## src/hw/rtl/rtab_pkg.sv

```systemverilog
// ----------------------------------------------------------------------------
// rtab_pkg
// Shared types and constants for the rank table block.
// ----------------------------------------------------------------------------
package rtab_pkg;

  localparam int FIELD_W = 16;
  localparam int INDEX_W = 4;
  localparam int INDEX_SPACE = 2 ** INDEX_W;

  typedef enum logic {
    ACT_LOAD   = 1'b0,
    ACT_LOOKUP = 1'b1
  } action_t;

  // One classified request travelling from the front to the back.
  typedef struct packed {
    action_t              act;
    logic                 in_table;
    logic [INDEX_W-1:0]   idx;
    logic [FIELD_W-1:0]   total_ranks;
    logic [FIELD_W-1:0]   local_rank;
    logic [FIELD_W-1:0]   session_id;
  } cmd_t;

  // One table entry, also the shape of a lookup result.
  typedef struct packed {
    logic [FIELD_W-1:0] session;
    logic [FIELD_W-1:0] own_rank;
    logic [FIELD_W-1:0] local_rank;
    logic [FIELD_W-1:0] total_ranks;
  } entry_t;

endpackage

```

## src/hw/rtl/rtab_fifo.sv

```systemverilog
// ----------------------------------------------------------------------------
// rtab_fifo
// Small synchronous FIFO, flip-flop storage, head shown while not empty.
// ----------------------------------------------------------------------------
module rtab_fifo #(
  parameter int WIDTH = 8,
  parameter int DEPTH = 2
) (
  input  logic             clk,
  input  logic             rst,
  input  logic             push,
  input  logic [WIDTH-1:0] wdata,
  output logic             full,
  input  logic             pop,
  output logic [WIDTH-1:0] rdata,
  output logic             empty
);

  localparam int PW = (DEPTH > 1) ? $clog2(DEPTH) : 1;
  localparam int CW = $clog2(DEPTH + 1);

  logic [WIDTH-1:0] mem [DEPTH];
  logic [PW-1:0]    wr_ptr;
  logic [PW-1:0]    rd_ptr;
  logic [CW-1:0]    fill;
  logic             do_push;
  logic             do_pop;

  assign full    = (fill == CW'(DEPTH));
  assign empty   = (fill == '0);
  assign do_push = push && !full;
  assign do_pop  = pop && !empty;
  assign rdata   = mem[rd_ptr];

  always_ff @(posedge clk) begin
    if (do_push) begin
      mem[wr_ptr] <= wdata;
    end
  end

  always_ff @(posedge clk) begin
    if (rst) begin
      wr_ptr <= '0;
      rd_ptr <= '0;
      fill   <= '0;
    end else begin
      if (do_push) begin
        wr_ptr <= (wr_ptr == PW'(DEPTH - 1)) ? '0 : wr_ptr + 1'b1;
      end
      if (do_pop) begin
        rd_ptr <= (rd_ptr == PW'(DEPTH - 1)) ? '0 : rd_ptr + 1'b1;
      end
      if (do_push && !do_pop) begin
        fill <= fill + 1'b1;
      end else if (do_pop && !do_push) begin
        fill <= fill - 1'b1;
      end
    end
  end

endmodule

```

## src/hw/rtl/rtab_front.sv

```systemverilog
// ----------------------------------------------------------------------------
// rtab_front
// Classifies an incoming request into a command for the back end.
// ----------------------------------------------------------------------------
module rtab_front #(
  parameter int TABLE_DEPTH = 16
) (
  input  logic                                action,
  input  logic [rtab_pkg::INDEX_W-1:0]        rank_index,
  input  logic [rtab_pkg::FIELD_W-1:0]        total_ranks,
  input  logic [rtab_pkg::FIELD_W-1:0]        local_rank,
  input  logic [rtab_pkg::FIELD_W-1:0]        session_id,
  output rtab_pkg::cmd_t                      cmd
);

  always_comb begin
    cmd.act         = rtab_pkg::action_t'(action);
    // indices at or past the depth never hit and are never written
    cmd.in_table    = (32'(rank_index) < TABLE_DEPTH);
    cmd.idx         = rank_index;
    cmd.total_ranks = total_ranks;
    cmd.local_rank  = local_rank;
    cmd.session_id  = session_id;
  end

endmodule

```

## src/hw/rtl/rtab_back.sv

```systemverilog
// ----------------------------------------------------------------------------
// rtab_back
// Executes commands in order against the table: loads, range clear, lookups.
// ----------------------------------------------------------------------------
module rtab_back #(
  parameter int TABLE_DEPTH = 16
) (
  input  logic            clk,
  input  logic            rst,
  input  rtab_pkg::cmd_t  cmd,
  input  logic            cmd_empty,
  output logic            cmd_pop,
  input  logic            res_full,
  output logic            res_push,
  output rtab_pkg::entry_t res
);

  // only indices reachable by the index field can ever hold an entry
  localparam int STORE = (TABLE_DEPTH < rtab_pkg::INDEX_SPACE) ?
                         TABLE_DEPTH : rtab_pkg::INDEX_SPACE;
  localparam int IW    = $clog2(STORE);

  logic [STORE-1:0]              valid;
  rtab_pkg::entry_t              entry_data [STORE];
  logic [rtab_pkg::FIELD_W-1:0]  loaded_count;
  logic [rtab_pkg::FIELD_W-1:0]  loaded_count_next;
  logic [IW-1:0]                 sel;
  logic                          is_load;
  logic                          do_load;
  logic                          seq_end;
  logic                          hit;

  assign sel     = cmd.idx[IW-1:0];
  assign is_load = (cmd.act == rtab_pkg::ACT_LOAD);
  assign cmd_pop = !cmd_empty && (is_load || !res_full);
  assign do_load = cmd_pop && is_load;

  assign loaded_count_next = loaded_count + 1'b1;
  assign seq_end           = (loaded_count_next == cmd.total_ranks);

  assign hit      = cmd.in_table && valid[sel];
  assign res_push = cmd_pop && !is_load && hit;
  assign res      = entry_data[sel];

  // data of an invalid entry is never read, so only the marks are cleared
  always_ff @(posedge clk) begin
    if (do_load && cmd.in_table) begin
      entry_data[sel].total_ranks <= cmd.total_ranks;
      entry_data[sel].local_rank  <= cmd.local_rank;
      entry_data[sel].own_rank    <= rtab_pkg::FIELD_W'(cmd.idx);
      entry_data[sel].session     <= cmd.session_id;
    end
  end

  always_ff @(posedge clk) begin
    if (rst) begin
      valid        <= '0;
      loaded_count <= '0;
    end else if (do_load) begin
      for (int i = 0; i < STORE; i++) begin
        if (cmd.in_table && (sel == IW'(i))) begin
          valid[i] <= 1'b1;
        end
        // end of sequence: everything from the count upwards goes invalid
        if (seq_end && (rtab_pkg::FIELD_W'(i) >= loaded_count_next)) begin
          valid[i] <= 1'b0;
        end
      end
      loaded_count <= seq_end ? '0 : loaded_count_next;
    end
  end

endmodule

```

## src/hw/rtl/rank_table_load_and_lookup.sv

```systemverilog
// ----------------------------------------------------------------------------
// rank_table_load_and_lookup
// Rank-indexed communicator table with load sequences and lookups.
// ----------------------------------------------------------------------------
//  channel  | handshake         | payload
//  ---------+-------------------+------------------------------------------
//  request  | push / full       | action, rank_index, total_ranks,
//           |                   | local_rank, session_id
//  result   | empty / pop       | out_total_ranks, out_local_rank,
//           |                   | out_own_rank, out_session
//
// One request per cycle sustained unless a lookup stalls on a full result
// queue; the back end retires a load, with any end-of-sequence range clear,
// or a lookup as it pops it. A hit passes both queues to the result ports.
// Reset (rst, synchronous) empties both queues, clears every valid mark and
// the loaded-word count; no clearing pass is needed.
// A full result queue stalls only lookups at the head of the request queue;
// the request queue then fills and raises full.
// ----------------------------------------------------------------------------
module rank_table_load_and_lookup #(
  parameter int TABLE_DEPTH = 16,
  parameter int QUEUE_DEPTH = 2
) (
  input  logic                          clk,
  input  logic                          rst,
  input  logic                          push,
  output logic                          full,
  input  logic                          action,
  input  logic [rtab_pkg::INDEX_W-1:0]  rank_index,
  input  logic [rtab_pkg::FIELD_W-1:0]  total_ranks,
  input  logic [rtab_pkg::FIELD_W-1:0]  local_rank,
  input  logic [rtab_pkg::FIELD_W-1:0]  session_id,
  output logic                          empty,
  input  logic                          pop,
  output logic [rtab_pkg::FIELD_W-1:0]  out_total_ranks,
  output logic [rtab_pkg::FIELD_W-1:0]  out_local_rank,
  output logic [rtab_pkg::FIELD_W-1:0]  out_own_rank,
  output logic [rtab_pkg::FIELD_W-1:0]  out_session
);

  rtab_pkg::cmd_t   in_cmd;
  rtab_pkg::cmd_t   head_cmd;
  logic             cmd_empty;
  logic             cmd_pop;
  logic             res_full;
  logic             res_push;
  rtab_pkg::entry_t res_in;
  rtab_pkg::entry_t res_head;

  // front: classify the request
  rtab_front #(
    .TABLE_DEPTH (TABLE_DEPTH)
  ) u_front (
    .action      (action),
    .rank_index  (rank_index),
    .total_ranks (total_ranks),
    .local_rank  (local_rank),
    .session_id  (session_id),
    .cmd         (in_cmd)
  );

  // request queue: decouples the port from the table
  rtab_fifo #(
    .WIDTH ($bits(rtab_pkg::cmd_t)),
    .DEPTH (QUEUE_DEPTH)
  ) u_cmd_q (
    .clk   (clk),
    .rst   (rst),
    .push  (push),
    .wdata (in_cmd),
    .full  (full),
    .pop   (cmd_pop),
    .rdata (head_cmd),
    .empty (cmd_empty)
  );

  // back: table update and lookup, strictly in request order
  rtab_back #(
    .TABLE_DEPTH (TABLE_DEPTH)
  ) u_back (
    .clk       (clk),
    .rst       (rst),
    .cmd       (head_cmd),
    .cmd_empty (cmd_empty),
    .cmd_pop   (cmd_pop),
    .res_full  (res_full),
    .res_push  (res_push),
    .res       (res_in)
  );

  // result queue: output register stage, lets the consumer stall freely
  rtab_fifo #(
    .WIDTH ($bits(rtab_pkg::entry_t)),
    .DEPTH (QUEUE_DEPTH)
  ) u_res_q (
    .clk   (clk),
    .rst   (rst),
    .push  (res_push),
    .wdata (res_in),
    .full  (res_full),
    .pop   (pop),
    .rdata (res_head),
    .empty (empty)
  );

  assign out_total_ranks = res_head.total_ranks;
  assign out_local_rank  = res_head.local_rank;
  assign out_own_rank    = res_head.own_rank;
  assign out_session     = res_head.session;

endmodule

```

## config.mk

```make
export PLATFORM = sky130hd
export DESIGN_NAME = rank_table_load_and_lookup
export DESIGN_NICKNAME = d
export VERILOG_FILES = /design/src/hw/rtl/rtab_pkg.sv /design/src/hw/rtl/rtab_fifo.sv /design/src/hw/rtl/rtab_front.sv /design/src/hw/rtl/rtab_back.sv /design/src/hw/rtl/rank_table_load_and_lookup.sv
export SDC_FILE = /design/constraint.sdc
export NUM_CORES = 1
export LEC_CHECK = 0
export BUFFER_PORTS_ARGS = -buffer_cell sky130_fd_sc_hd__clkbuf_2
export CORE_MARGIN = 5
export CORE_UTILIZATION = 45
export CTS_BUF_LIST = sky130_fd_sc_hd__clkbuf_16
export CTS_CLUSTER_DIAMETER = 30
export DETAILED_ROUTE_END_ITERATION = 10
export GPL_ROUTABILITY_DRIVEN = 1
export PLACE_DENSITY = 0.67
export SYNTH_ARGS = -nofsm -noshare
export SYNTH_HDL_FRONTEND = slang
export SYNTH_SLANG_ARGS = --single-unit
```

## constraint.sdc

```tcl
create_clock -name clk -period 7.1 [get_ports clk]
set_input_delay 0.71 -clock clk [delete_from_list [all_inputs] [get_ports clk]]
set_output_delay 0.71 -clock clk [all_outputs]
set_load 0.05 [all_outputs]
```

==> results.cfg, run 1 <==
[run_status]
status = finished, final reports clean

[floorplan]
io_pins = 123
die_height_um = 316
coreArea_sq_mm = 0.0930
die_w_um = 316
initial_core_util_pct = 45.2
die_area_sq_mm = 0.0997
rows = 112

[synth]
synth_top_area_share_pct = 74.4
synth_edf_count = 1042
ys.flop_type = edfxtp_1
syn_inst = 2142
syn_area_sq_mm = 0.0421
yosysTopAreaCell = edfxtp_1
synth_cell_types = 56
synth.most_common_cell = edfxtp_1
ys_seq_area_share_pct = 76.4
ys_ff_latch = 1084
ys.warnings.count = 0
async_flop_share_pct = 0
syn_area_per_cell_sq_um = 19.6
synth_common_cells = 1042 x edfxtp_1, 237 x nand2_1, 212 x mux4_2
yosys-top-cells-area = edfxtp_1 74%, mux4_2 11%, mux2_2 2.5%

[grt]
use_met1_pct = 26.2
antenna_found_initial = 0
grt_pass1_wl_mm = 142
gr-usage-met2_pct = 31.6
grt_pass1_vias = 22900
grt_overflow = 0
use_met3_pct = 4.14
grt_max_degree = 110
grt_usage_pct = 19.3
grt_most_used_layer = met2

[timing]
setup-violations-final = 0
fin_ws_ns = 2.12
finalHoldViolations = 0
rsz0062_at_grt = no
tightest_slew_ns = 1.29
maxSlewHeadroom_pct = 14.1
finalMaxSlewViolations = 0
min_period_ns = 4.98
layout_worst_path_cycle_share_pct = 70.1
fmax_mhz = 201
fin_skew_ns = 0.0501
setup_tns_ns = 0

[clock_network]
root_buffer = clkbuf_16
post-cts-setup-buffer-count = 0
cts_resized = 0
clockBufferDepth = 3
cts_sinks = 1084
tritoncts = done
cts_hold_buffers = 0
clock_latency_ns = 0.78
cts_buffers = 187
htreeDepth = 4
clkSlewWorstSetupHoldPaths_ns = 0.05

[route]
drtAntennaViolNets = 0
routed-via-count = 21400
wl_mm = 95.2
first_iter_violations = 2015
post_drt_wl_per_cell_um = 25.2
drc_errors = 0
detail_route.vias_per_cell = 5.66
drtPass1Iterations = 6

[setup_path]
arrival_ns = 5.38
critPathKind = flop to flop
cp-start-kind = flop
required_ns = 7.50
cp_max_fo = 63
crit_path_end_kind = flop

[cells_and_area]
syn_to_final_growth_pct = 20.6
final_core_util_pct = 54.5
final_nets = 2425
drive_above_1_share_pct = 32.2
n_antenna_cell = 0

[run]
drv_cap = 0

[hold_path]
hp-class = primary input to flop

[placed_design]
dpl_worst_slack_ns = 2.08
detailed_place_hpwl_mm = 48.6
io_buffer_count = 110
globalplace.congestion = 0.778

[pwr]
powerDensity_mw_per_mm2 = 419
irDropWorstVdd_mv = 0.256
leakagePower_nw = 17.0
==> layout by cell type (no fill, tap or decap), drive strengths merged, types with 6 or more instances in the layout <==
master / count
xnor2: 19
or3: 6
dfxtp: 42
edfxtp: 1042
clkinv: 68
nand3: 16
o21ai: 7
buf: 37
o21bai: 15
clkinvlp: 22
mux4: 212
nand4: 6
mux2: 95
a31oi: 56
nor2: 43
ha: 7
a21oi: 22
and3: 56
clkbuf: 297
mux2i: 12
conb: 12
inv: 66
xor2: 26
nor3: 36
bufinv: 31
nand2: 237
==> registers in the layout, summed over array words and instances, names as in the netlist, named ones only <==
name                 cells
u_res_q.wr_ptr           1
u_cmd_q.rd_ptr           1
u_cmd_q.mem            106
u_back.entry_data      832
u_cmd_q.wr_ptr           1
u_cmd_q.fill             2
u_res_q.fill             2
u_back.valid            16
u_back.loaded_count     16
u_res_q.rd_ptr           1
u_res_q.mem            104
==> metrics by stage <==
| step | cell area, sq um | hold WS [ns] | cells | power (mW) |
|---|---|---|---|---|
| after global routing | 50700 | 0.0887 | 3778 | 22.1 |
| after CTS | 50700 | 0.0670 | 3778 | 21.5 |
| after detailed placement | 44000 | 0.498 | 3426 | 12.2 |
| after floorplan | 42100 | 0.472 | 2153 | 11.0 |
| final | 50700 | 0.125 | 3778 | 21.3 |
| after global placement | 44000 | 0.484 | 3426 | 12.1 |
==> final timing paths <==
| kind | startpoint | endpoint | slack, ns | cells past startpoint |
|---|---|---|---|---|
| worst max-delay path | flop | u_back.entry_data[4][17] | 2.12 | 5 |
| worst min-delay path | session_id[11] | u_cmd_q.mem[0][11] | 0.12 | 1 |
| worst max register to register | flop | u_back.entry_data[4][17] | 2.12 | 5 |
| worst min register to register | u_cmd_q.rd_ptr | flop | 0.51 | 2 |
==> layer usage <==
layer / wire length, um / part of all wire, % / up-vias
met2: 46900 / 49 / 919
li1: - / - / 9057
met3: 7380 / 7.8 / 181
met5: 0 / 0 / -
met4: 2170 / 2.3 / 0
met1: 38800 / 41 / 11200
==> final cells by class <==
cell class,instances,area [sq um]
fillers,7086,42300
clock inverters,165,2010
flip-flops and latches,1084,32100
repair buffers,147,828
inverters,22,100
well taps,1254,1570
multi-input cells,919,9390
clock buffers,187,4680
==> where the power goes <==
group,switching (mW),internal [mW]
clock,3.22,6.01
sequential,0.213,8.02
combinational,2.46,1.32
==> worst max-delay path, cell delays in order (launching register included) <==
cell,delay (ns)
dfxtp_4,1.04
mux2i_4,0.43
buf_4,0.88
nand2_1,0.49
nor2_4,1.10
buf_4,0.56
==> cells by family after synthesis <==
group                    share of synthesized area [%]
buffers and inverters                             1.72
multiplexers                                      14.3
AO/OA/AOI/OAI                                     1.89
other                                          0.00892
flip-flops                                        76.4
adder cells (fa/ha/maj)                          0.208
AND/OR/NAND/NOR                                   4.47
XOR/XNOR                                          1.04
No activity file was read; power rests on OpenSTA's default activity.
==> run 2: changes to the inputs <==
Clock period 7.1 ns to 4.9 ns, I/O delays scaled along.
==> run 2 against run 1 <==
  * Flip-flop and latch count is the same
  * Clock-buffer cell count shrank 5
  * First-iteration DRC count shrank 4.4%
  * Hold slack lost 0.046 ns
  * Maximum frequency grew 32%
  * Non-clock buffer count grew 66
  * Worst setup slack lost 1.0 ns
  * Clock power grew 34%
  * Largest cell class unchanged
  * Highest routed layer unchanged
==> results.cfg, run 2 (synthesis gave the netlist of run 1 again) <==
[cells_and_area]
layout_commonest_cell = edfxtp_1
largest_register = u_back.entry_data
largest_reg_flops = 832
final_nets = 2482
syn_to_final_growth_pct = 21.2
n_antenna_cell = 0
regArea_sq_mm = 0.0321
multi_input_area_sq_mm = 0.00942
nFillCells = 6991
drive_above_1_share_pct = 31.3
largestRegisters = u_back.entry_data x832, u_cmd_q.mem x106, u_res_q.mem x104
layout_common_cells = 1042 x edfxtp_1, 237 x nand2_1, 212 x mux4_2

[clock_network]
root_buffer = clkbuf_16
tritoncts = done
clock_latency_ns = 0.76
cts_resized = 0
cts_sinks = 1084
cts_buffers = 178
htreeDepth = 4
clkSlewWorstSetupHoldPaths_ns = 0.06
clockBufferDepth = 3
post-cts-setup-buffer-count = 0

[placed_design]
globalplace.congestion = 0.775
detailed_place_hpwl_mm = 47.4
io_buffer_count = 110

[timing]
setup-violations-final = 0
hold_slack_ns = 0.0787
finalMaxSlewViolations = 0
tightest_slew_ns = 1.07
layout_worst_path_cycle_share_pct = 77.0
finalHoldViolations = 0
maxSlewHeadroom_pct = 28.1
fin_skew_ns = 0.0397
min_period_ns = 3.77
rsz0062_at_grt = no
setup_tns_ns = 0
fmax_mhz = 265

[setup_path]
cp-start-kind = flop
path_delay_family = buffers and inverters
crit_cells = 9
required_ns = 5.50
critPathKind = flop to flop
arrival_ns = 4.37
cp_num_buf_inv = 2
crit_path_end_kind = flop
critPathCapture = u_back.valid[15]
r2r_setup_slack_ns = 1.13
max_stage_delay_ns = 0.72
path_cells = buf_4, mux2i_1, xnor2_1, nor4b_1, or4_1, a2111o_1, nor3_4, buf_4, a211oi_1
cp_max_fo = 25
cp_common_cell = buf_4
r2r_cells = 9
slowest_stage = dfxtp_4
timing.rr.end = u_back.valid[15]

[grt]
grt_overflow = 0
grt_pass1_wl_mm = 142
grt_max_degree = 101
antenna_found_initial = 0
grt_usage_pct = 19.2
grt_pass1_vias = 22500

[pwr]
pwr-share-seq_pct = 39.9
combPwrFrac_pct = 18.6
p_int_mw = 21.4
switching_share_pct = 28.2
leakagePower_nw = 17.1
irDropWorstVdd_mv = 0.542
powerDensity_mw_per_mm2 = 584
p_switching_mw = 8.40
pwr-share-clk_pct = 41.5

[route]
drtPass1Iterations = 5
routed-via-count = 21400
first_iter_violations = 1927
drtAntennaViolNets = 0
wl_mm = 95.2
detail_route.vias_per_cell = 5.60
drc_errors = 0
post_drt_wl_per_cell_um = 24.9

[run_status]
status = finished, final reports clean

[floorplan]
die_area_sq_mm = 0.0997
coreArea_sq_mm = 0.0930
io_pins = 123
die_w_um = 316
rows = 112
die_height_um = 316
initial_core_util_pct = 45.2

[run]
drv_cap = 0

[hold_path]
whs_path_depth = 1
hp-class = primary input to flop
-- run 2: cell type report --
| cell class | instances | share of cell area, % |
|---|---|---|
| sequential | 1084 | 63.0 |
| multi-input combinational | 919 | 18.5 |
| clock buffer | 182 | 8.93 |
| timing repair buffer | 213 | 3.20 |
| clock inverter | 148 | 3.08 |
| tap | 1254 | 3.08 |
| inverter | 22 | 0.196 |
-- run 2: how the worst min path moves through the flow --
| stage | from | to | slack, ns |
|---|---|---|---|
| detailed placement | u_res_q.rd_ptr | flop | 0.49 |
| global placement | u_cmd_q.rd_ptr | flop | 0.48 |
| floorplan | u_cmd_q.fill[1] | u_cmd_q.fill[1] | 0.47 |
| CTS | session_id[14] | u_cmd_q.mem[1][14] | 0.01 |
| finish | session_id[14] | u_cmd_q.mem[1][14] | 0.08 |
| global route | session_id[14] | u_cmd_q.mem[1][14] | 0.06 |
-- run 2: worst register-to-register path, cell delays in order, from the launching register on --
cell and delay [ns]:
dfxtp_4 0.72, buf_4 0.52, mux2i_1 0.40, xnor2_1 0.19
nor4b_1 0.09, or4_1 0.41, a2111o_1 0.35, nor3_4 0.39
buf_4 0.39, a211oi_1 0.15
-- run 2: power by group through the flow --
stage	combinational (mW)	sequential [mW]	clock (mW)
3_3_place_gp	5.42	12.0	0
2_1_floorplan	4.03	11.9	0
3_5_place_dp	5.55	12.1	0
5_1_grt	5.99	11.9	13.0
4_1_cts	5.62	11.9	12.5
6_report	5.56	11.9	12.4
-- run 2: layer usage --
metal	wire, um	part of all wire (%)	GRT usage, %	vias up
li1	-	-	-	9196
met1	38900	41	26.4	11100
met2	46200	49	30.8	929
met3	7740	8.1	4.56	163
met4	2340	2.5	6.02	0
met5	0	0	0	-
-- run 2: metrics by stage --
| stage | instance area (sq um) | setup slack [ns] | utilization [%] | total power [mW] | std cells |
|---|---|---|---|---|---|
| 2_1_floorplan | 42100 | -0.961 | - | 15.9 | 2153 |
| 3_3_place_gp | 44300 | 1.15 | 47.6 | 17.5 | 3440 |
| 3_5_place_dp | 44300 | 1.15 | 47.6 | 17.6 | 3440 |
| 4_1_cts | 51000 | 1.11 | 54.8 | 30.1 | 3822 |
| 5_1_grt | 51000 | 0.921 | 54.8 | 30.9 | 3822 |
| 6_report | 51000 | 1.13 | 54.8 | 29.8 | 3822 |
-- run 2: repair_timing --
item / CTS / global route
hold buffers: 52 / 0
hold endpoints to repair: 104 / 0
setup endpoints to repair: 0 / 0
